### config.mk
export PLATFORM = sky130hd
export DESIGN_NAME = sqv_emit
export DESIGN_NICKNAME = d
export VERILOG_FILES = /design/src/hdl/sqv_pkg.sv /design/src/hdl/sqv_emit.sv
export VERILOG_INCLUDE_DIRS = /design/src /design/src/hdl
export SDC_FILE = /design/constraint.sdc
export NUM_CORES = 1
export LEC_CHECK = 0
export BUFFER_PORTS_ARGS = -buffer_cell sky130_fd_sc_hd__buf_2
export CORE_MARGIN = 8
export CORE_UTILIZATION = 25
export CTS_CLUSTER_SIZE = 30
export DETAILED_ROUTE_END_ITERATION = 16
export HOLD_SLACK_MARGIN = 0.1
export PLACE_DENSITY_LB_ADDON = 0.12
export SLEW_MARGIN = 10
export SYNTH_ARGS = -nofsm -noshare
export SYNTH_HDL_FRONTEND = slang
export SYNTH_SLANG_ARGS = --single-unit
### constraint.sdc
create_clock -name clock -period 1.7 [get_ports clock]
set_input_delay 0.51 -clock clock [delete_from_list [all_inputs] [get_ports clock]]
set_output_delay 0.51 -clock clock [all_outputs]
set_load 0.03 [all_outputs]
### src/hdl/assert_macros.svh
// assertion macros shared by the sprite quad corner generator
// include guarded, clock and reset names follow the project ports
`ifndef ASSERT_MACROS_SVH
`define ASSERT_MACROS_SVH

// property that must hold at every edge outside reset
`define SQV_CHECK(lbl, expr, msg) \
   lbl: assert property (@(posedge clock) disable iff (reset) (expr)) else $error(msg);

// condition that must be followed by a result in the next cycle
`define SQV_CHECK_NEXT(lbl, pre, post, msg) \
   lbl: assert property (@(posedge clock) disable iff (reset) (pre) |=> (post)) else $error(msg);

`endif

### src/hdl/sqv_pkg.sv
// shared types, constants and helpers for the sprite quad corner generator
// no dependencies; used by every module in hdl
package sqv_pkg;

   localparam int FRAC_BITS     = 16;
   localparam int CORDIC_FRAC   = 30;
   localparam int CORDIC_ROUNDS = 30;
   localparam int ITER_W        = $clog2(CORDIC_ROUNDS);
   localparam int ANGLE_W       = 21;
   localparam int ANG_SHIFT_W   = ANGLE_W + CORDIC_FRAC - FRAC_BITS;
   localparam int ANG_W         = ((ANG_SHIFT_W > 33) ? ANG_SHIFT_W : 33) + 2;
   localparam int CRD_W         = 34;
   localparam int MUL_W         = 32 + CRD_W;
   localparam int WIDE_W        = MUL_W + 2;

   localparam logic signed [ANG_W-1:0] PI_Q30      = ANG_W'(36'sd3373259426);
   localparam logic signed [ANG_W-1:0] HALF_PI_Q30 = ANG_W'(36'sd1686629713);
   localparam logic signed [ANG_W-1:0] TWO_PI_Q30  = ANG_W'(36'sd6746518852);
   localparam logic signed [CRD_W-1:0] CORDIC_GAIN = CRD_W'(36'sd652032874);

   localparam int QUEUE_DEPTH = 2;
   localparam int QPTR_W      = $clog2(QUEUE_DEPTH);

   localparam int DIV_STEPS = 32;
   localparam int DCNT_W    = $clog2(DIV_STEPS + 1);

   localparam int CSR_ADDR_W = 4;
   localparam int CSR_DATA_W = 32;
   localparam logic [CSR_ADDR_W-1:0] CSR_RECT_LEFT   = CSR_ADDR_W'(0);
   localparam logic [CSR_ADDR_W-1:0] CSR_RECT_TOP    = CSR_ADDR_W'(1);
   localparam logic [CSR_ADDR_W-1:0] CSR_RECT_RIGHT  = CSR_ADDR_W'(2);
   localparam logic [CSR_ADDR_W-1:0] CSR_RECT_BOTTOM = CSR_ADDR_W'(3);
   localparam logic [CSR_ADDR_W-1:0] CSR_PIVOT_X     = CSR_ADDR_W'(4);
   localparam logic [CSR_ADDR_W-1:0] CSR_PIVOT_Y     = CSR_ADDR_W'(5);
   localparam logic [CSR_ADDR_W-1:0] CSR_UPP         = CSR_ADDR_W'(6);
   localparam logic [CSR_ADDR_W-1:0] CSR_TEX_SIZE    = CSR_ADDR_W'(7);

   localparam logic [31:0] ONE_Q        = 32'd1 << FRAC_BITS;
   localparam logic [31:0] HALF_Q       = 32'd1 << (FRAC_BITS - 1);
   localparam logic [23:0] UPP_ONE      = 24'd1 << FRAC_BITS;
   localparam logic [31:0] TEX_SIZE_RST = 32'h0001_0001;
   localparam logic [16:0] TEX_MAX      = 17'h1_FFFF;

   localparam int REQ_TDATA_W = 264;
   localparam int REQ_TUSER_W = 2;
   localparam int RSP_TDATA_W = 104;

   typedef enum logic [1:0] {
      FUNC_POS  = 2'd0,
      FUNC_ROT  = 2'd1,
      FUNC_DEST = 2'd2,
      FUNC_NONE = 2'd3
   } func_type;

   typedef enum logic [2:0] {
      BE_IDLE,
      BE_SCALE,
      BE_POST,
      BE_REDUCE,
      BE_CORDIC,
      BE_ROT,
      BE_ROTPOST,
      BE_DONE
   } be_state_type;

   typedef struct packed {
      func_type    func;
      logic        rot;
      logic [31:0] pos_x;
      logic [31:0] pos_y;
      logic [23:0] scale_x;
      logic [23:0] scale_y;
      logic [20:0] angle;
      logic [31:0] dest_left;
      logic [31:0] dest_top;
      logic [31:0] dest_right;
      logic [31:0] dest_bottom;
   } item_type;

   typedef struct packed {
      logic        busy;
      logic [31:0] loc_xa;
      logic [31:0] loc_xb;
      logic [31:0] loc_ya;
      logic [31:0] loc_yb;
      logic [16:0] tex_ua;
      logic [16:0] tex_ub;
      logic [16:0] tex_va;
      logic [16:0] tex_vb;
   } setup_type;

   typedef struct packed {
      logic [3:0][31:0] vx;
      logic [3:0][31:0] vy;
      logic [16:0]      ua;
      logic [16:0]      ub;
      logic [16:0]      va;
      logic [16:0]      vb;
   } quad_type;

   function automatic logic [31:0] sat32(input logic signed [WIDE_W-1:0] v);
      logic [31:0] r;
      if ((&v[WIDE_W-1:31]) || !(|v[WIDE_W-1:31])) begin
         r = v[31:0];
      end else if (v[WIDE_W-1]) begin
         r = 32'h8000_0000;
      end else begin
         r = 32'h7FFF_FFFF;
      end
      return r;
   endfunction

   function automatic logic signed [ANG_W-1:0] atan_q30(input logic [ITER_W-1:0] i);
      logic signed [ANG_W-1:0] r;
      case (i)
         5'd0: r = ANG_W'(32'sd843314857);
         5'd1: r = ANG_W'(32'sd497837829);
         5'd2: r = ANG_W'(32'sd263043837);
         5'd3: r = ANG_W'(32'sd133525159);
         5'd4: r = ANG_W'(32'sd67021687);
         5'd5: r = ANG_W'(32'sd33543516);
         5'd6: r = ANG_W'(32'sd16775851);
         5'd7: r = ANG_W'(32'sd8388437);
         5'd8: r = ANG_W'(32'sd4194283);
         5'd9: r = ANG_W'(32'sd2097149);
         default: r = ANG_W'(32'sd1048576) >>> (i - ITER_W'(10));
      endcase
      return r;
   endfunction

endpackage

### src/hdl/sqv_emit.sv
// result side: holds one finished quad and sends its four corners as beats
// output register between the back end and the result channel; uses sqv_pkg
module sqv_emit
   import sqv_pkg::*;
(
   input  logic                   clock,
   input  logic                   reset,
   input  logic                   load,
   input  quad_type               quad,
   output logic                   free,
   output logic                   rsp_tvalid,
   input  logic                   rsp_tready,
   output logic [RSP_TDATA_W-1:0] rsp_tdata,
   output logic                   rsp_tlast
);
`include "assert_macros.svh"

   quad_type   bank_ff, bank_in;
   logic       busy_ff, busy_in;
   logic [1:0] corner_ff, corner_in;
   logic       done_beat;
   logic [16:0] u_sel, v_sel;

   assign rsp_tvalid = busy_ff;
   assign rsp_tlast  = (corner_ff == 2'd3);
   assign done_beat  = rsp_tvalid && rsp_tready && rsp_tlast;
   assign free       = !busy_ff || done_beat;

   always_comb begin
      bank_in   = bank_ff;
      busy_in   = busy_ff;
      corner_in = corner_ff;
      if (rsp_tvalid && rsp_tready) begin
         corner_in = corner_ff + 1'b1;
         if (rsp_tlast) busy_in = 1'b0;
      end
      if (load) begin
         bank_in   = quad;
         busy_in   = 1'b1;
         corner_in = 2'd0;
      end
   end

   always_comb begin
      u_sel     = ((corner_ff == 2'd1) || (corner_ff == 2'd2)) ? bank_ff.ub : bank_ff.ua;
      v_sel     = corner_ff[1] ? bank_ff.vb : bank_ff.va;
      rsp_tdata = {4'd0, v_sel, u_sel, bank_ff.vy[corner_ff], bank_ff.vx[corner_ff], corner_ff};
   end

   always_ff @(posedge clock) begin
      if (reset) begin
         busy_ff   <= 1'b0;
         corner_ff <= 2'd0;
      end else begin
         busy_ff   <= busy_in;
         corner_ff <= corner_in;
      end
   end

   always_ff @(posedge clock) begin
      bank_ff <= bank_in;
   end

   `SQV_CHECK(a_load_when_free, !load || free, "quad loaded over one still being sent")

endmodule

==> out/metrics.yaml, run 1 <==
wire_per_inst_um: 20.6
cts_buffers: 40
drc_errors: 0
clock.fmax_ghz: 0.403
slowest_stage: "mux4_2"
p_per_area_mw_per_mm2: 1100
postLayoutCoreUtil_pct: 38.8
core-area_mm2: 0.0467
hold_slack_ns: 0.147
area_delta_synth_final_pct: 52.8
port_buffers: 430
grt_max_degree: 47
cts_tree: "yes"
gr-total-overflow: 0
slowest_delay_ns: 0.54
rows: 79
htreeDepth: 2
min_period_ns: 2.48
ant_nets: 0
synth.cell_area_mm2: 0.0119
place_area_mm2: 0.0153
start_kind: "register"
outcome: "complete, but fails checks"
totalWireLength_um: 34700
fp.dieH_um: 234
dieArea_mm2: 0.0546
drv_cap: 0
fin_crit_sh_pct: 146
synth_cell_types: 15
p_leak_nw: 6.97
min_path_type: "in2reg"
antenna_found_initial: 16
ys_seq_area_share_pct: 82.6
setup_ws_ns: -0.781
crit_top_cell: "buf_12"
vdd_ir_drop_max_mv: 0.781
yosysWarnings: 0
worst-path-max-fanout: 7
cts_sinks: 327
clock_skew_ns: 0.000110
gp_congestion: 0.729
drt_iter0_markers: 250
power.total_mw: 19.9
crit_family: "multiplexers"
syn_inst: 459
worstSetupPathType: "reg2out"
setup_viol: 102
hold_violations: 0
insertion_delay_ns: 0.53
violations: "setup timing"
final_area_mm2: 0.0181
critPathCaptureType: "primary output"
ys_ff_latch: 327
fp.dieW_um: 234
path_cells: "buf_12 > buf_12 > mux4_2 > buf_6"
avgViaCountPerCell: 4.08
start_util_pct: 25.4
rsz0062_at_grt: "true"
final_layout_size_suffix_gt1_share_pct: 61.0
boundaryPins: 435
finalMaxSlewViolations: 0
avgSynthCellArea_um2: 25.8
grt_pass1_wl_um: 49100
cp_data_arrival_time_ns: 1.97
first_global_vias: 7926
hpwlAfterDp_um: 25700
fill_cells: 4334
cts_root_buf: "clkbuf_16"
clk_pin_slew_ns: 0.06
worstPathRequired_ns: 1.19
track_usage_pct: 12.1
clock_path_buffers: 3
firstDrtPassIters: 4
crit_buf_inv: 3
final_nets: 1364
vias: 6856
## area by class of cell
cell class | instances | area, um2 | area share [%]
antenna | 7 | 17.5 | 0.0967
clock buffer | 49 | 1060 | 5.83
clock inverter | 23 | 164 | 0.905
inverter | 1 | 3.75 | 0.0207
multi-input combinational | 112 | 2060 | 11.4
sequential | 327 | 9800 | 54.1
tap | 607 | 759 | 4.19
timing repair buffer | 553 | 4260 | 23.5
## power by group
group | switching (mW) | total (mW) | internal (mW)
combinational | 1.05 | 2.20 | 1.15
clock | 3.23 | 7.94 | 4.71
sequential | 0.165 | 9.74 | 9.57
## cell usage after synthesis, drive strengths merged
library cell / number / area [um2]
conb: 1 / 3.75
dfxtp: 3 / 60.1
edfxtp: 324 / 9730
mux4: 64 / 1440
or2: 1 / 6.26
a21oi: 3 / 15.0
mux2: 34 / 383
a21bo: 3 / 30.0
nand3: 1 / 5.00
ha: 1 / 12.5
buf: 22 / 156
nand3b: 1 / 7.51
inv: 1 / 3.75
## per-layer routing
metal | GRT usage [%] | up-vias | routed length (um)
met3 | 5.31 | 65 | 3220
li1 | - | 3129 | -
met1 | 14.0 | 3368 | 13700
met5 | 0 | - | 121
met4 | 3.76 | 18 | 697
met2 | 20.2 | 276 | 16900
## worst reg2reg max path, cell delays in order, from the launching register on
cell	delay [ns]
dfxtp_4	0.38
ha_4	0.35
buf_6	0.15
buf_4	0.11
nand3_1	0.05
a21oi_1	0.12
## what timing repair did
action | in CTS | in global routing
resized for setup | 210 | 37
gates cloned | 2 | 4
pin swaps | 0 | 2
setup endpoints to repair | 103 | 102
hold buffers | 60 | 0
setup buffers | 5 | 4
endpoints found under the hold margin | 60 | 0
## worst paths after layout
check | cells after the start | end | slack, ns | startpoint
setup / recovery | 4 | rsp_tdata[47] | -0.78 | corner_ff[0]$_SDFFE_PP0P_
hold / removal | 1 | bank_ff[299]$_DFFE_PP_ | 0.15 | quad[299]
setup reg to reg | 5 | corner_ff[1]$_SDFFE_PP0P_ | 0.48 | corner_ff[0]$_SDFFE_PP0P_
hold reg to reg | 2 | corner_ff[1]$_SDFFE_PP0P_ | 0.52 | rsp_tvalid$_SDFFE_PP0P_
## placed cells by master (no fill, tap or decap)
| cell | n |
|---|---|
| dfxtp_2 | 1 |
| clkinvlp_4 | 3 |
| mux2_2 | 1 |
| a21bo_2 | 2 |
| diode_2 | 7 |
| clkinv_2 | 3 |
| conb_1 | 4 |
| inv_1 | 1 |
| buf_2 | 327 |
| inv_6 | 2 |
| buf_6 | 104 |
| mux4_2 | 64 |
| bufinv_16 | 2 |
| dlygate4sd3_1 | 60 |
| mux2_4 | 33 |
| buf_16 | 1 |
| nand3b_1 | 1 |
| a21oi_1 | 3 |
| ha_4 | 1 |
| or2_2 | 1 |
| buf_8 | 8 |
| dfxtp_4 | 2 |
| a21bo_4 | 1 |
| clkbuf_1 | 8 |
| edfxtp_1 | 324 |
| buf_4 | 30 |
| buf_12 | 20 |
| clkbuf_16 | 44 |
| nand3_1 | 1 |
| clkinv_1 | 13 |
## flip-flops by register name (all words and copies together) (netlist names)
signal / cells
corner_ff: 2
rsp_tvalid: 1
bank_ff: 324
## kinds of logic (layout without fill, tap and decap cells)
family                   after synthesis  count (layout)  share of synthesized area (%)
AO/OA/AOI/OAI                          6               6                          0.380
AND/OR/NAND/NOR                        3               3                          0.158
adder cells (fa/ha/maj)                1               1                          0.106
flip-flops                           327             327                           82.6
buffers and inverters                 23             626                           1.35
other                                  1              11                         0.0316
multiplexers                          98              98                           15.4
## metrics by stage
stage | setup slack, ns | cells | setup TNS (ns)
floorplan | -0.138 | 462 | -8.10
global placement | -0.243 | 1528 | -15.64
detailed placement | -0.258 | 1528 | -15.72
CTS | -0.835 | 1667 | -74.32
global route | -0.841 | 1675 | -74.80
finish | -0.781 | 1679 | -67.22
No activity file was read; power rests on OpenSTA's default activity.
==> run 2: changes to the inputs <==
--- a/config.mk
+++ b/config.mk
@@ -7,12 +7,14 @@
 export NUM_CORES = 1
 export LEC_CHECK = 0
 export BUFFER_PORTS_ARGS = -buffer_cell sky130_fd_sc_hd__buf_2
-export CORE_MARGIN = 8
+export CORE_ASPECT_RATIO = 0.5
+export CORE_MARGIN = 4
 export CORE_UTILIZATION = 25
 export CTS_CLUSTER_SIZE = 30
 export DETAILED_ROUTE_END_ITERATION = 16
 export HOLD_SLACK_MARGIN = 0.1
 export PLACE_DENSITY_LB_ADDON = 0.12
+export RECOVER_POWER = 50
 export SLEW_MARGIN = 10
 export SYNTH_ARGS = -nofsm -noshare
 export SYNTH_HDL_FRONTEND = slang
==> run 2 against run 1 <==
Fmax is essentially flat. The run still ends with setup timing left. Sequential share of layout area grew 1.4 points. Highest routed layer unchanged. Sequential cell count is the same. Clock skew grew 0.0052 ns. Critical endpoint is now rsp_tdata[36]. Largest power group unchanged.
==> out/metrics.yaml, run 2 (synthesis gave the netlist of run 1 again) <==
outcome: "complete, but fails checks"
violations: "setup timing"
regMostFlops: "bank_ff"
power.total_mw: 20.1
setup_viol: 102
vias: 6589
insertion_delay_ns: 0.52
path_cells: "buf_12 > buf_12 > buf_16 > mux4_2 > buf_6"
place_area_mm2: 0.0152
p_leak_nw: 6.76
start_kind: "register"
fp.dieH_um: 162
layout_common_cells: "buf_2 (337), edfxtp_1 (324), buf_6 (89), mux4_2 (64), clkbuf_16 (38)"
postCtsHoldBufs: 0
clk_pin_slew_ns: 0.06
first_global_vias: 7563
slowest_delay_ns: 0.51
hold_slack_ns: 0.156
htreeDepth: 2
setup_ws_ns: -0.782
crit_family: "buffers and inverters"
max_slew_margin_pct: 50.7
critPathCaptureType: "primary output"
cts_root_buf: "clkbuf_16"
worstSetupPathType: "reg2out"
wire_per_inst_um: 22.0
grt_pass1_wl_um: 50100
start_util_pct: 25.3
final_common_cell: "buf_2"
clock.fmax_ghz: 0.403
rows: 56
cp_data_arrival_time_ns: 1.97
avgViaCountPerCell: 4.03
p_seq_share_pct: 48.2
clock_skew_ns: 0.00534
rsz0062_at_grt: "true"
switchingPower_mw: 4.37
ant_nets: 0
finalMaxSlewViolations: 0
min_path_type: "in2reg"
internal-power_mw: 15.8
combPwrFrac_pct: 10.2
antenna_found_initial: 7
vdd_ir_drop_max_mv: 0.619
worstPathRequired_ns: 1.19
largest_reg_flops: 324
fp.dieW_um: 316
core-area_mm2: 0.0469
cts_tree: "yes"
worst_pin_slew_ns: 0.740
hpwlAfterDp_um: 25900
area_delta_synth_final_pct: 48.9
drv_cap: 0
drt_iter0_markers: 421
port_buffers: 430
fill_cells: 4396
slowest_stage: "mux4_2"
firstDrtPassIters: 4
fin_crit_sh_pct: 146
cts_buffers: 34
dieArea_mm2: 0.0512
cts_sinks: 327
final_nets: 1296
drc_errors: 0
min_period_ns: 2.48
crit_top_cell: "buf_12"
grt_max_degree: 58
final_area_mm2: 0.0177
p_clk_share_pct: 41.6
boundaryPins: 435
track_usage_pct: 13.8
swShare_pct: 21.7
gp_congestion: 0.746
hold_violations: 0
final_layout_size_suffix_gt1_share_pct: 65.1
worst-path-max-fanout: 7
tns_ns: -69.27
clock_path_buffers: 3
totalWireLength_um: 36000
crit_buf_inv: 4
gr-total-overflow: 0
p_per_area_mw_per_mm2: 1140
## run 2: power by group through the flow
stage / sequential [mW] / combinational (mW) / clock, mW
detailed placement: 9.89 / 1.75 / 0
global placement: 9.86 / 1.73 / 0
global route: 9.77 / 2.17 / 9.09
floorplan: 9.84 / 0.858 / 0
finish: 9.71 / 2.06 / 8.37
CTS: 9.72 / 2.08 / 8.70
## run 2: worst register-to-register path: cells and delay by family, from the launching register on
family          cells  cell delay (ns)
fa+ha+maj           1             0.33
flops               1             0.36
buf+inv             3             0.36
simple gates        1             0.05
compound gates      1             0.12
## run 2: final timing paths
| path | startpoint | slack (ns) | to | cells past startpoint |
|---|---|---|---|---|
| max | corner_ff[0]$_SDFFE_PP0P_ | -0.78 | rsp_tdata[36] | 5 |
| min | reset | 0.16 | rsp_tvalid$_SDFFE_PP0P_ | 2 |
| max reg2reg | corner_ff[0]$_SDFFE_PP0P_ | 0.41 | corner_ff[1]$_SDFFE_PP0P_ | 6 |
| min reg2reg | rsp_tvalid$_SDFFE_PP0P_ | 0.52 | corner_ff[0]$_SDFFE_PP0P_ | 2 |
## run 2: area by class of cell
cell class	count	area [um2]	area share, %
multi-input combinational	112	2060	11.7
tap	638	798	4.52
inverter	1	3.75	0.0213
antenna	6	15.0	0.0850
sequential	327	9800	55.5
timing repair buffer	491	3730	21.1
clock inverter	21	310	1.76
clock buffer	41	941	5.33
## run 2: what timing repair did
| item | in CTS | in global routing |
|---|---|---|
| buffers inserted | 8 | 8 |
| pin swaps | 2 | 1 |
| setup endpoints to repair | 103 | 103 |
| resized for setup | 218 | 15 |
| gates cloned | 11 | 1 |
## run 2: metrics by stage
step / cells / util [%] / setup slack, ns
floorplan: 462 / - / -0.138
global placement: 1545 / 32.4 / -0.286
detailed placement: 1545 / 32.4 / -0.303
CTS: 1625 / 37.5 / -0.833
global route: 1637 / 37.7 / -0.870
finish: 1637 / 37.7 / -0.782
## run 2: routing by layer
layer | wire length, um | part of all wire (%) | track usage [%]
met3 | 1430 | 4.0 | 3.16
met1 | 11700 | 33 | 13.5
met5 | 13 | 0.036 | 0
met4 | 877 | 2.4 | 4.30
met2 | 21900 | 61 | 28.2
