===== src/hdl/assert_macros.svh =====
// assertion macros shared by the sprite quad corner generator
// include guarded, clock and reset names follow the project ports
`ifndef ASSERT_MACROS_SVH
`define ASSERT_MACROS_SVH

// property that must hold at every edge outside reset
`define SQV_CHECK(lbl, expr, msg) \
   lbl: assert property (@(posedge clock) disable iff (reset) (expr)) else $error(msg);

// condition that must be followed by a result in the next cycle
`define SQV_CHECK_NEXT(lbl, pre, post, msg) \
   lbl: assert property (@(posedge clock) disable iff (reset) (pre) |=> (post)) else $error(msg);

`endif


===== src/hdl/sqv_pkg.sv =====
// shared types, constants and helpers for the sprite quad corner generator
// no dependencies; used by every module in hdl
package sqv_pkg;

   localparam int FRAC_BITS     = 16;
   localparam int CORDIC_FRAC   = 30;
   localparam int CORDIC_ROUNDS = 30;
   localparam int ITER_W        = $clog2(CORDIC_ROUNDS);
   localparam int ANGLE_W       = 21;
   localparam int ANG_SHIFT_W   = ANGLE_W + CORDIC_FRAC - FRAC_BITS;
   localparam int ANG_W         = ((ANG_SHIFT_W > 33) ? ANG_SHIFT_W : 33) + 2;
   localparam int CRD_W         = 34;
   localparam int MUL_W         = 32 + CRD_W;
   localparam int WIDE_W        = MUL_W + 2;

   localparam logic signed [ANG_W-1:0] PI_Q30      = ANG_W'(36'sd3373259426);
   localparam logic signed [ANG_W-1:0] HALF_PI_Q30 = ANG_W'(36'sd1686629713);
   localparam logic signed [ANG_W-1:0] TWO_PI_Q30  = ANG_W'(36'sd6746518852);
   localparam logic signed [CRD_W-1:0] CORDIC_GAIN = CRD_W'(36'sd652032874);

   localparam int QUEUE_DEPTH = 2;
   localparam int QPTR_W      = $clog2(QUEUE_DEPTH);

   localparam int DIV_STEPS = 32;
   localparam int DCNT_W    = $clog2(DIV_STEPS + 1);

   localparam int CSR_ADDR_W = 4;
   localparam int CSR_DATA_W = 32;
   localparam logic [CSR_ADDR_W-1:0] CSR_RECT_LEFT   = CSR_ADDR_W'(0);
   localparam logic [CSR_ADDR_W-1:0] CSR_RECT_TOP    = CSR_ADDR_W'(1);
   localparam logic [CSR_ADDR_W-1:0] CSR_RECT_RIGHT  = CSR_ADDR_W'(2);
   localparam logic [CSR_ADDR_W-1:0] CSR_RECT_BOTTOM = CSR_ADDR_W'(3);
   localparam logic [CSR_ADDR_W-1:0] CSR_PIVOT_X     = CSR_ADDR_W'(4);
   localparam logic [CSR_ADDR_W-1:0] CSR_PIVOT_Y     = CSR_ADDR_W'(5);
   localparam logic [CSR_ADDR_W-1:0] CSR_UPP         = CSR_ADDR_W'(6);
   localparam logic [CSR_ADDR_W-1:0] CSR_TEX_SIZE    = CSR_ADDR_W'(7);

   localparam logic [31:0] ONE_Q        = 32'd1 << FRAC_BITS;
   localparam logic [31:0] HALF_Q       = 32'd1 << (FRAC_BITS - 1);
   localparam logic [23:0] UPP_ONE      = 24'd1 << FRAC_BITS;
   localparam logic [31:0] TEX_SIZE_RST = 32'h0001_0001;
   localparam logic [16:0] TEX_MAX      = 17'h1_FFFF;

   localparam int REQ_TDATA_W = 264;
   localparam int REQ_TUSER_W = 2;
   localparam int RSP_TDATA_W = 104;

   typedef enum logic [1:0] {
      FUNC_POS  = 2'd0,
      FUNC_ROT  = 2'd1,
      FUNC_DEST = 2'd2,
      FUNC_NONE = 2'd3
   } func_type;

   typedef enum logic [2:0] {
      BE_IDLE,
      BE_SCALE,
      BE_POST,
      BE_REDUCE,
      BE_CORDIC,
      BE_ROT,
      BE_ROTPOST,
      BE_DONE
   } be_state_type;

   typedef struct packed {
      func_type    func;
      logic        rot;
      logic [31:0] pos_x;
      logic [31:0] pos_y;
      logic [23:0] scale_x;
      logic [23:0] scale_y;
      logic [20:0] angle;
      logic [31:0] dest_left;
      logic [31:0] dest_top;
      logic [31:0] dest_right;
      logic [31:0] dest_bottom;
   } item_type;

   typedef struct packed {
      logic        busy;
      logic [31:0] loc_xa;
      logic [31:0] loc_xb;
      logic [31:0] loc_ya;
      logic [31:0] loc_yb;
      logic [16:0] tex_ua;
      logic [16:0] tex_ub;
      logic [16:0] tex_va;
      logic [16:0] tex_vb;
   } setup_type;

   typedef struct packed {
      logic [3:0][31:0] vx;
      logic [3:0][31:0] vy;
      logic [16:0]      ua;
      logic [16:0]      ub;
      logic [16:0]      va;
      logic [16:0]      vb;
   } quad_type;

   function automatic logic [31:0] sat32(input logic signed [WIDE_W-1:0] v);
      logic [31:0] r;
      if ((&v[WIDE_W-1:31]) || !(|v[WIDE_W-1:31])) begin
         r = v[31:0];
      end else if (v[WIDE_W-1]) begin
         r = 32'h8000_0000;
      end else begin
         r = 32'h7FFF_FFFF;
      end
      return r;
   endfunction

   function automatic logic signed [ANG_W-1:0] atan_q30(input logic [ITER_W-1:0] i);
      logic signed [ANG_W-1:0] r;
      case (i)
         5'd0: r = ANG_W'(32'sd843314857);
         5'd1: r = ANG_W'(32'sd497837829);
         5'd2: r = ANG_W'(32'sd263043837);
         5'd3: r = ANG_W'(32'sd133525159);
         5'd4: r = ANG_W'(32'sd67021687);
         5'd5: r = ANG_W'(32'sd33543516);
         5'd6: r = ANG_W'(32'sd16775851);
         5'd7: r = ANG_W'(32'sd8388437);
         5'd8: r = ANG_W'(32'sd4194283);
         5'd9: r = ANG_W'(32'sd2097149);
         default: r = ANG_W'(32'sd1048576) >>> (i - ITER_W'(10));
      endcase
      return r;
   endfunction

endpackage


===== src/hdl/sqv_front.sv =====
// request intake: unpacks beats, drops the unused mode, flags rotation
// feeds a small register queue toward the back end; uses sqv_pkg
module sqv_front
   import sqv_pkg::*;
(
   input  logic                   clock,
   input  logic                   reset,
   input  logic                   req_tvalid,
   output logic                   req_tready,
   input  logic [REQ_TDATA_W-1:0] req_tdata,
   input  logic [REQ_TUSER_W-1:0] req_tuser,
   input  logic                   setup_busy,
   output logic                   q_valid,
   output item_type               q_item,
   input  logic                   q_pop
);
`include "assert_macros.svh"

   item_type            queue_ff [QUEUE_DEPTH];
   item_type            entry;
   logic [QPTR_W-1:0]   wr_ptr_ff, wr_ptr_in, rd_ptr_ff, rd_ptr_in;
   logic [QPTR_W:0]     count_ff, count_in;
   logic                accept, push, pop;

   always_comb begin
      entry.func        = func_type'(req_tuser[1:0]);
      entry.pos_x       = req_tdata[31:0];
      entry.pos_y       = req_tdata[63:32];
      entry.scale_x     = req_tdata[87:64];
      entry.scale_y     = req_tdata[111:88];
      entry.angle       = req_tdata[132:112];
      entry.dest_left   = req_tdata[164:133];
      entry.dest_top    = req_tdata[196:165];
      entry.dest_right  = req_tdata[228:197];
      entry.dest_bottom = req_tdata[260:229];
      entry.rot         = (entry.func == FUNC_ROT) && (entry.angle != '0);
   end

   assign req_tready = (count_ff != (QPTR_W + 1)'(QUEUE_DEPTH)) && !setup_busy;
   assign accept     = req_tvalid && req_tready;
   assign push       = accept && (entry.func != FUNC_NONE);
   assign q_valid    = (count_ff != '0);
   assign pop        = q_pop && q_valid;
   assign q_item     = queue_ff[rd_ptr_ff];

   always_comb begin
      wr_ptr_in = push ? wr_ptr_ff + 1'b1 : wr_ptr_ff;
      rd_ptr_in = pop  ? rd_ptr_ff + 1'b1 : rd_ptr_ff;
      count_in  = count_ff + (QPTR_W + 1)'(push) - (QPTR_W + 1)'(pop);
   end

   always_ff @(posedge clock) begin
      if (reset) begin
         wr_ptr_ff <= '0;
         rd_ptr_ff <= '0;
         count_ff  <= '0;
      end else begin
         wr_ptr_ff <= wr_ptr_in;
         rd_ptr_ff <= rd_ptr_in;
         count_ff  <= count_in;
      end
   end

   always_ff @(posedge clock) begin
      if (push) begin
         queue_ff[wr_ptr_ff] <= entry;
      end
   end

   `SQV_CHECK(a_queue_bound, count_ff <= (QPTR_W + 1)'(QUEUE_DEPTH), "queue count overflow")

endmodule


===== config.mk =====
export PLATFORM = sky130hd
export DESIGN_NAME = sqv_front
export DESIGN_NICKNAME = d
export VERILOG_FILES = /design/src/hdl/sqv_pkg.sv /design/src/hdl/sqv_front.sv
export VERILOG_INCLUDE_DIRS = /design/src /design/src/hdl
export SDC_FILE = /design/constraint.sdc
export NUM_CORES = 1
export LEC_CHECK = 0
export BUFFER_PORTS_ARGS = -buffer_cell sky130_fd_sc_hd__buf_4
export CAP_MARGIN = 20
export CORE_UTILIZATION = 35
export CTS_BUF_LIST = sky130_fd_sc_hd__clkbuf_16
export CTS_CLUSTER_SIZE = 28
export DETAILED_ROUTE_END_ITERATION = 12
export HOLD_SLACK_MARGIN = 0.08
export PLACE_DENSITY = 0.58
export SLEW_MARGIN = 20
export SYNTH_ARGS = -nofsm -noshare
export SYNTH_HDL_FRONTEND = slang
export SYNTH_SLANG_ARGS = --single-unit

===== constraint.sdc =====
create_clock -name clock -period 12.86 [get_ports clock]
set_input_delay 0.643 -clock clock [delete_from_list [all_inputs] [get_ports clock]]
set_output_delay 0.643 -clock clock [all_outputs]
set_load 0.1 [all_outputs]

==> results of run 1 <==
area by class of cell:
type,instances,area (µm²)
timing repair buffer,541,4070
fill,4646,28300
tap,696,871
antenna,1,2.50
sequential,533,16000
clock inverter,44,273
multi-input combinational,292,3170
clock buffer,57,1430
inverter,3,18.8
power by group through the flow:
stage	sequential [mW]	combinational, mW	clock, mW
finish	2.08	2.65	1.49
global route	2.10	2.72	1.60
CTS	2.09	2.68	1.54
detailed placement	2.12	2.67	0
global placement	2.12	2.67	0
floorplan	2.10	2.16	0
worst max path at each step:
| stage | end | slack (ps) | cells past startpoint |
|---|---|---|---|
| global route | q_item[30] | 7830 | 4 |
| floorplan | queue_ff[1][0] | 4310 | 3 |
| global placement | q_item[30] | 8590 | 4 |
| detailed placement | q_item[30] | 8570 | 4 |
| finish | q_item[88] | 8150 | 4 |
| CTS | q_item[30] | 7930 | 4 |
placed cells by master, fill, tap and decap left out, drive strengths merged:
cell type	n
bufinv	3
and2	1
edfxtp	528
or2	1
or3	1
nor2	5
nor4	3
o21a	1
a21bo	1
buf	541
or4	2
mux2	264
dfxtp	5
nor3	2
xor2	1
ha	2
o31ai	1
inv	21
clkinv	23
nor2b	3
clkbuf	57
diode	1
o41a	1
a21oi	1
nand4	1
xnor2	1
cells by family (layout without fill, tap and decap cells):
group / after synthesis / in the layout / share of synthesized area
muxes: 264 / 264 / 0.154
DFF: 533 / 533 / 0.828
xor gates and xnor gates: 2 / 2 / 0.000909
adders and majority gates: 2 / 2 / 0.00130
and+or+nand+nor: 19 / 19 / 0.00552
other: 0 / 1 / 0
buffers and inverters: 32 / 645 / 0.00811
AOI/OAI and AO/OA: 5 / 5 / 0.00214
state kept, by name, summed over array words and instances (netlist names), named ones only:
register,flops
count_ff,2
queue_ff,528
rd_ptr_ff,1
wr_ptr_ff,1
routing by layer:
layer,share of wire,global-route usage
met1,0.37,0.160
met2,0.51,0.260
met3,0.10,0.0712
met4,0.023,0.0458
met5,0.00044,0
==> run summary, run 1 <==
Clk pwr share -> 0.239
Fin worst setup slack -> 8150 ps
Final-stage net count -> 1,700
Max VDD drop -> 0.134 mV
Hold Crit Depth -> 1
CTS tree -> yes
Max-slew violation total from the final report -> 0
CTS clk-pin slew, worst paths -> 60 ps
Vias in the first global route -> 10,500
Sequential power share -> 0.335
Max Cap Viol -> 0
Largest net degree at the start of global routing -> 155
Worst reg2reg path endpoint -> queue_ff[1][28]
Max Clk Rate -> 212 MHz
Die ar. -> 0.0560 mm²
GRT Util Overall -> 0.150
I/O Pins -> 537
Synth warn -> 0
CP max-delay cell -> dfxtp_4
Clock Sinks -> 533
Top-count cell post-synth -> edfxtp_1
Cell Pwr Density -> 241 mW/mm²
Routed WL -> 43.0 mm
CTS buffer count -> 56
CP arrival -> 4070 ps
Setup Crit Path Kind -> reg -> out
Worst Path Buf+Inv -> 3
Root buf cell -> clkbuf_16
Number of library cell types mapped by synthesis -> 22
DRC Markers -> 0
Worst hold margin -> 228 ps
Design Power -> 6.22 mW
Final Cell Area -> 0.0258 mm²
Leading area contributor after synthesis -> edfxtp_1
H-tree Lvls -> 2
Initial antenna violation count -> 3
Async set-or-reset flop fraction in the synthesized netlist -> 0
Post-synth EDFFs -> 528
P_int -> 3.49 mW
Sw Ratio -> 0.439
Hold buffers post-CTS -> 0
Syn nets -> 1,130
Worst EP required -> 12,220 ps
Setup Fix Bufs, Post-CTS -> 0
Final GP Congestion -> 0.733
Nature of the critical path endpoint -> primary output
Starting Density -> 0.356
DR iter-0 viols -> 391
Critical Path Start Type -> flop
Detailed Place HPWL -> 28.5 mm
Clock Tree Buf Depth -> 3
Placed insts -> 2,065
# rows -> 85
P&R area growth vs syn -> 33.8%
Vert. Die Dim -> 237 µm
Area contributors post-synth -> edfxtp_1 (82%), mux2_2 (15%), buf_2 (0.75%), dfxtp_1 (0.52%), ha_1 (0.13%)
FF-to-FF setup slack -> 9430 ps
Most used cell along the critical path -> buf_4
Delay-heaviest family, CP -> buffers and inverters
Clk Latency, worst-skew pair -> 600 ps
Hold Fails Final Rpt -> 0
P_sw -> 2.73 mW
CTS resizes -> 0
Port Buffer Count -> 533
Area fraction of the dominant cell type after synthesis -> 0.823
Synth Flop Type -> edfxtp_1
Vias -> 9,915
Final Cycle Share -> 0.366
Status -> finished, final reports clean
Relative slew slack -> 0.305
DRT Pass-1 Iters -> 4
Min Tclk post-route -> 4710 ps
First-pass GRT wire length -> 63.1 mm
RSZ-0062 raised after global routing -> false
Non-Filler Instances -> 2,167
Die W -> 237 µm
Most frequent cells after synthesis -> edfxtp_1 (528), mux2_2 (264), buf_2 (29), dfxtp_1 (5), nor2_1 (5)
Max incr delay on CP -> 990 ps
Mapped Area -> 0.0193 mm²
Hold path start -> req_tdata[58]
Global route total overflow -> 0
Clk_skew -> 27.3 ps
Seq/Total Area, Yosys -> 0.828
LEAKAGE -> 9.41 nW
Critical path, cell by cell -> buf_4 -> buf_4 -> mux2_2 -> buf_4
Avg Inst Size Synth -> 22.5 µm²
Vias per inst -> 4.58
Core area -> 0.0541 mm²
Hold Path Sink -> queue_ff[1][223]
Placed Instance Area -> 0.0241 mm²
Reg2reg start -> count_ff[1]
Setup violations, final -> 0
Mapped Cells -> 857
Layout Utilization -> 0.477
Antenna viol nets, final -> 0
Logic gate share of total power -> 0.426
Tightest Pin Transition -> 1040 ps
WL/cell -> 19.8 µm
Yosys reg bits -> 533
Worst R2R Path Depth -> 5
DP Worst Slack -> 8570 ps
Layout cell share with drive strength beyond 1 -> 0.601
Setup TNS -> 0 ps
Crit path max fanout -> 69
Hold Path Class -> in -> reg
No activity file was read; power rests on OpenSTA's default activity.
==> run 2: changes to the inputs <==
ABC_AREA = 1   (was unset)
clock period = 4.05 ns   (was 12.86 ns; I/O delays follow)
==> run summary, run 2 <==
Status -> finished, final reports clean (unchanged)
Hold Path Sink -> wr_ptr_ff (was queue_ff[1][223])
Hold Fails Final Rpt -> 0 (unchanged)
Die ar. -> 0.0568 mm² (was 0.0560 mm²)
Async set-or-reset flop fraction in the synthesized netlist -> 0 (unchanged)
Seq/Total Area, Yosys -> 0.816 (was 0.828)
Setup TNS -> 0 ps (unchanged)
GRT Util Overall -> 0.155 (was 0.150)
Hold Path Class -> in -> reg (unchanged)
Routed WL -> 45.6 mm (was 43.0 mm)
Hold path start -> req_tvalid (was req_tdata[58])
Root buf cell -> clkbuf_16 (unchanged)
Clk Latency, worst-skew pair -> 590 ps (was 600 ps)
Worst reg2reg path endpoint -> queue_ff[1][220] (was queue_ff[1][28])
Vias in the first global route -> 11,800 (was 10,500)
Detailed Place HPWL -> 29.0 mm (was 28.5 mm)
Cell Pwr Density -> 678 mW/mm² (was 241 mW/mm²)
Clock Sinks -> 533 (unchanged)
P&R area growth vs syn -> 47.6% (was 33.8%)
Largest register by flop count -> queue_ff (unchanged)
Fin worst setup slack -> 1240 ps (was 8150 ps)
Final GP Congestion -> 0.746 (was 0.733)
Most frequent cells after synthesis -> edfxtp_1 (528), mux2_2 (264), clkbuf_8 (23), nor2_1 (18), nand2_1 (12) (was edfxtp_1 (528), mux2_2 (264), buf_2 (29), dfxtp_1 (5), nor2_1 (5))
Post-synth EDFFs -> 528 (unchanged)
Global route total overflow -> 0 (unchanged)
Vert. Die Dim -> 238 µm (was 237 µm)
Syn nets -> 1,152 (was 1,130)
Area fraction of the dominant cell type after synthesis -> 0.811 (was 0.823)
Nature of the critical path endpoint -> primary output (unchanged)
H-tree Lvls -> 2 (unchanged)
Setup Crit Path Kind -> reg -> out (unchanged)
DRT Pass-1 Iters -> 4 (unchanged)
Mapped Area -> 0.0195 mm² (was 0.0193 mm²)
DRC Markers -> 0 (unchanged)
Vias -> 11,100 (was 9,915)
Critical Path Start Type -> flop (unchanged)
# fillers -> 4,480 (was 4,646)
Relative slew slack -> 0.257 (was 0.305)
Final-stage net count -> 1,993 (was 1,700)
CTS tree -> yes (unchanged)
Tightest Pin Transition -> 1110 ps (was 1040 ps)
Synth warn -> 0 (unchanged)
CTS resizes -> 0 (unchanged)
Synth Flop Type -> edfxtp_1 (unchanged)
Final Cycle Share -> 0.695
Avg Inst Size Synth -> 22.2 µm² (was 22.5 µm²)
LEAKAGE -> 10.7 nW (was 9.41 nW)
Leading area contributor after synthesis -> edfxtp_1 (unchanged)
Starting Density -> 0.355 (was 0.356)
Die W -> 238 µm (was 237 µm)
RSZ-0062 raised after global routing -> false (unchanged)
Port Buffer Count -> 533 (unchanged)
Max VDD drop -> 0.449 mV (was 0.134 mV)
Design Power -> 19.6 mW (was 6.22 mW)
FF-to-FF setup slack -> 1930 ps (was 9430 ps)
Worst hold margin -> 159 ps (was 228 ps)
Most frequent cells in the layout -> buf_4 (538), edfxtp_1 (528), dlygate4sd3_1 (266) (was buf_4 (540), edfxtp_1 (528), mux2_2 (264))
# rows -> 86 (was 85)
Layout cell share with drive strength beyond 1 -> 0.507 (was 0.601)
Core area -> 0.0551 mm² (was 0.0541 mm²)
Yosys reg bits -> 533 (unchanged)
Largest net degree at the start of global routing -> 146 (was 155)
Top Registers -> queue_ff: 528 flops, count_ff: 2 flops (unchanged)
DR iter-0 viols -> 502 (was 391)
Number of flip-flops in the largest register -> 528 (unchanged)
Layout Utilization -> 0.524 (was 0.477)
Worst R2R Path Depth -> 5 (unchanged)
Max-slew violation total from the final report -> 0 (unchanged)
CTS buffer count -> 57 (was 56)
Most common cell after layout, fill and taps aside -> buf_4 (unchanged)
Antenna viol nets, final -> 0 (unchanged)
WL/cell -> 18.1 µm (was 19.8 µm)
I/O Pins -> 537 (unchanged)
Reg2reg start -> count_ff[0] (was count_ff[1])
Vias per inst -> 4.39 (was 4.58)
Number of library cell types mapped by synthesis -> 15 (was 22)
DP Worst Slack -> 1780 ps (was 8570 ps)
Min Tclk post-route -> 2810 ps
Max Clk Rate -> 355 MHz
Top-count cell post-synth -> edfxtp_1 (unchanged)
Initial antenna violation count -> 1 (was 3)
Area contributors post-synth -> edfxtp_1 (81%), mux2_2 (15%), clkbuf_8 (1.6%), dfxtp_1 (0.51%), nor2_1 (0.35%) (was edfxtp_1 (82%), mux2_2 (15%), buf_2 (0.75%), dfxtp_1 (0.52%), ha_1 (0.13%))
CP arrival -> 2610 ps (was 4070 ps)
Mapped Cells -> 879 (was 857)
Worst EP required -> 3850 ps (was 12,220 ps)
CTS clk-pin slew, worst paths -> 60 ps (about the same)
Clk_skew -> 11.4 ps (was 27.3 ps)
Clock Tree Buf Depth -> 3 (unchanged)
Setup violations, final -> 0 (unchanged)
Hold Crit Depth -> 4 (was 1)
Max Cap Viol -> 0 (unchanged)
First-pass GRT wire length -> 67.6 mm (was 63.1 mm)
Crit path max fanout -> 52 (was 69)
-- run 2: cell count changes in the layout (fill, tap and decap cells not counted), moves of 6 or more --
cell / before / now
buf_12: 1 / 7
inv_1: 17 / 25
nand2_1: 0 / 11
nor2_1: 4 / 17
dlygate4sd3_1: 0 / 266
-- run 2: cell type report --
| cell class | instances | area (µm²) | share of cell area |
|---|---|---|---|
| antenna | 2 | 5.00 | 0.000173 |
| clock buffer | 59 | 1480 | 0.0512 |
| clock inverter | 48 | 400 | 0.0139 |
| inverter | 11 | 45.0 | 0.00156 |
| multi-input combinational | 306 | 3190 | 0.111 |
| sequential | 533 | 16000 | 0.553 |
| tap | 748 | 936 | 0.0324 |
| timing repair buffer | 811 | 6840 | 0.237 |
-- run 2: cells by family after synthesis --
logic type | after synthesis | share of synthesized area
xor gates and xnor gates | 1 | 0.000448
DFF | 533 | 0.816
and+or+nand+nor | 33 | 0.00659
muxes | 264 | 0.152
buffers and inverters | 40 | 0.0218
AOI/OAI and AO/OA | 6 | 0.00166
adders and majority gates | 2 | 0.00128
-- run 2: timing repair --
item,4_1_cts,5_1_grt
setup buffers,0,0
endpoints found under the hold margin,533,0
hold buffers,266,0
-- run 2: power breakdown --
part           total [mW]  switching (mW)  internal, mW
logic                7.84            5.92          1.92
clock network        5.14            2.07          3.07
registers            6.59           0.148          6.44
total                19.6            8.14          11.4
-- run 2: routing by layer --
metal,track usage,up-vias,wire length (µm)
met4,0.0600,0,1420
li1,-,5170,-
met2,0.273,323,23800
met1,0.179,5478,17400
met3,0.0413,90,2960
met5,0,-,0
-- run 2: how the worst max path moves through the flow --
stage | slack (ps) | startpoint | endpoint | depth (start not counted)
global route | 1060 | flop | q_item[69] | 3
finish | 1240 | flop | q_item[47] | 3
detailed placement | 1780 | req_tuser[0] | queue_ff[1][194] | 5
floorplan | -1480 | count_ff[0] | queue_ff[0][0] | 4
global placement | 1770 | flop | q_item[47] | 3
CTS | 1130 | flop | q_item[143] | 3
-- run 2: through the flow --
step / std cells / area, µm²
4_1_cts: 2516 / 28800
2_1_floorplan: 879 / 19600
3_5_place_dp: 2143 / 24300
5_1_grt: 2517 / 28900
6_report: 2518 / 28900
3_3_place_gp: 2143 / 24300
-- run 2: worst max-delay path, cell delays in order, from the launching register on --
cell	delay [ps]
dfxtp_4	920
buf_4	420
mux2_2	380
buf_4	240
==> run 3: changes to the inputs <==
ABC_AREA = 0   (was 1)
PLACE_DENSITY = 0.56   (was 0.58)
clock period = 2.7 ns   (was 4.05 ns; I/O delays follow)
==> run summary, run 3 (synthesized netlist as in run 1, its figures left out) <==
Hold Crit Depth -> 2 (was 4)
DR iter-0 viols -> 436 (was 502)
WL/cell -> 18.8 µm (was 18.1 µm)
Die W -> 237 µm (was 238 µm)
CTS buffer count -> 56 (was 57)
Layout cell share with drive strength beyond 1 -> 0.522 (was 0.507)
Most frequent cells in the layout -> buf_4 (556), edfxtp_1 (528), dlygate4sd3_1 (268) (was buf_4 (538), edfxtp_1 (528), dlygate4sd3_1 (266))
Setup Fix Bufs, Post-CTS -> 0 (unchanged)
Final-stage net count -> 1,997 (was 1,993)
Final GP Congestion -> 0.738 (was 0.746)
Clk Latency, worst-skew pair -> 590 ps (about the same)
Vias in the first global route -> 12,100 (was 11,800)
Root buf cell -> clkbuf_16 (unchanged)
Placed Instance Area -> 0.0245 mm² (was 0.0243 mm²)
Relative slew slack -> 0.679 (was 0.257)
Initial antenna violation count -> 3 (was 1)
Top Registers -> queue_ff: 528 flops, count_ff: 2 flops (unchanged)
FF-to-FF setup slack -> 640 ps (was 1930 ps)
Antenna viol nets, final -> 0 (unchanged)
DRC Markers -> 0 (unchanged)
Number of flip-flops in the largest register -> 528 (unchanged)
First-pass GRT wire length -> 69.5 mm (was 67.6 mm)
Final Cell Area -> 0.0289 mm² (about the same)
Clk_skew -> 17.6 ps (was 11.4 ps)
Cell Pwr Density -> 1050 mW/mm² (was 678 mW/mm²)
I/O Pins -> 537 (unchanged)
Worst R2R Path Depth -> 5 (unchanged)
Vias -> 11,100 (about the same)
Logic gate share of total power -> 0.436 (was 0.401)
Critical path, cell by cell -> buf_12 -> mux2_2 -> buf_4 (was buf_4 -> mux2_2 -> buf_4)
CTS tree -> yes (unchanged)
Clock Sinks -> 533 (unchanged)
Layout Utilization -> 0.535 (was 0.524)
LEAKAGE -> 10.7 nW (about the same)
Max-slew violation total from the final report -> 0 (unchanged)
Vert. Die Dim -> 237 µm (was 238 µm)
Sequential power share -> 0.322 (was 0.337)
Max VDD drop -> 0.836 mV (was 0.449 mV)
# rows -> 85 (was 86)
Global route total overflow -> 0 (unchanged)
GRT Util Overall -> 0.162 (was 0.155)
CP max-delay cell -> dfxtp_4 (unchanged)
Hold Path Sink -> queue_ff[0][203] (was wr_ptr_ff)
Max Clk Rate -> 416 MHz
Routed WL -> 46.2 mm (was 45.6 mm)
Starting Density -> 0.356 (was 0.355)
CTS clk-pin slew, worst paths -> 60 ps (about the same)
Port Buffer Count -> 533 (unchanged)
Hold path start -> req_tdata[38] (was req_tvalid)
Worst EP required -> 2570 ps (was 3850 ps)
Final Cycle Share -> 0.891
RSZ-0062 raised after global routing -> false (unchanged)
Detailed Place HPWL -> 31.3 mm (was 29.0 mm)
Worst Path Buf+Inv -> 2 (unchanged)
DRT Pass-1 Iters -> 4 (unchanged)
Clk pwr share -> 0.242 (was 0.263)
P_int -> 17.3 mW (was 11.4 mW)
Critical Path Start Type -> flop (unchanged)
Largest net degree at the start of global routing -> 71 (was 146)
Die ar. -> 0.0560 mm² (was 0.0568 mm²)
Most common cell after layout, fill and taps aside -> buf_4 (unchanged)
Crit path max fanout -> 66 (was 52)
Delay-heaviest family, CP -> buffers and inverters (was flip-flops)
Hold buffers post-CTS -> 268 (was 266)
Setup violations, final -> 0 (unchanged)
Core area -> 0.0541 mm² (was 0.0551 mm²)
Reg2reg start -> count_ff[1] (was count_ff[0])
Tightest Pin Transition -> 478 ps (was 1110 ps)
CP arrival -> 2270 ps (was 2610 ps)
H-tree Lvls -> 2 (unchanged)
CTS resizes -> 0 (unchanged)
Vias per inst -> 4.52 (was 4.39)
Sw Ratio -> 0.433 (was 0.416)
Status -> finished, final reports clean (unchanged)
Clock Tree Buf Depth -> 3 (unchanged)
Nature of the critical path endpoint -> primary output (unchanged)
Hold Fails Final Rpt -> 0 (unchanged)
Max Cap Viol -> 0 (unchanged)
Max incr delay on CP -> 580 ps (was 920 ps)
Hold Path Class -> in -> reg (unchanged)
P_sw -> 13.2 mW (was 8.14 mW)
Setup Crit Path Kind -> reg -> out (unchanged)
Worst reg2reg path endpoint -> queue_ff[0][231] (was queue_ff[1][220])
Min Tclk post-route -> 2410 ps
Largest register by flop count -> queue_ff (unchanged)
P&R area growth vs syn -> 50.1% (was 47.6%)
-- run 3: cell count changes in the layout (fill, tap and decap cells not counted), moves of 3 or more --
cell,previous run,this run
buf_4,538,556
inv_1,25,12
nor2_1,17,4
nand2_1,11,0
buf_12,7,14
clkinv_2,8,14
nor4_1,0,3
-- run 3: per-stage QoR --
step | power [mW] | setup TNS [ps] | setup WS (ps) | instances | hold WS [ps]
after floorplan | 20.3 | -1256290 | -2480 | 857 | 199
after global routing | 31.4 | 0 | 164 | 2462 | 244
after detailed placement | 23.0 | 0 | 626 | 2094 | 323
after CTS | 30.8 | 0 | 187 | 2461 | 216
final | 30.5 | 0 | 294 | 2462 | 269
after global placement | 23.0 | 0 | 627 | 2094 | 320
-- run 3: per-layer routing --
metal,track usage,up-vias,share of wire
met5,0,-,0.00054
met4,0.0645,4,0.033
met3,0.0598,88,0.086
met2,0.276,377,0.50
met1,0.185,5484,0.38
li1,-,5169,-
-- run 3: worst max path at each step --
stage / start / slack, ps / endpoint / cells after the start
after global placement: count_ff[1] / 630 / queue_ff[0][226] / 5
after global routing: flop / 160 / q_item[122] / 3
after CTS: flop / 190 / q_item[122] / 3
after detailed placement: count_ff[1] / 630 / queue_ff[0][226] / 5
after floorplan: count_ff[1] / -2480 / queue_ff[1][0] / 3
final: flop / 290 / q_item[122] / 3
-- run 3: cell type report --
cell class	count	area (µm²)
multi-input cells	292	3180
flip-flops and latches	533	16000
diodes	1	2.50
clock inverters	42	342
well taps	696	871
inverters	3	15.0
repair buffers	838	7140
fillers	4347	25200
clock buffers	57	1430
-- run 3: power by group through the flow --
stage,Combinational (mW),Clock [mW],Sequential (mW)
floorplan,10.3,0,9.98
finish,13.3,7.40,9.81
detailed placement,13.0,0,9.99
global route,13.7,7.90,9.86
global placement,13.0,0,9.97
CTS,13.4,7.61,9.82
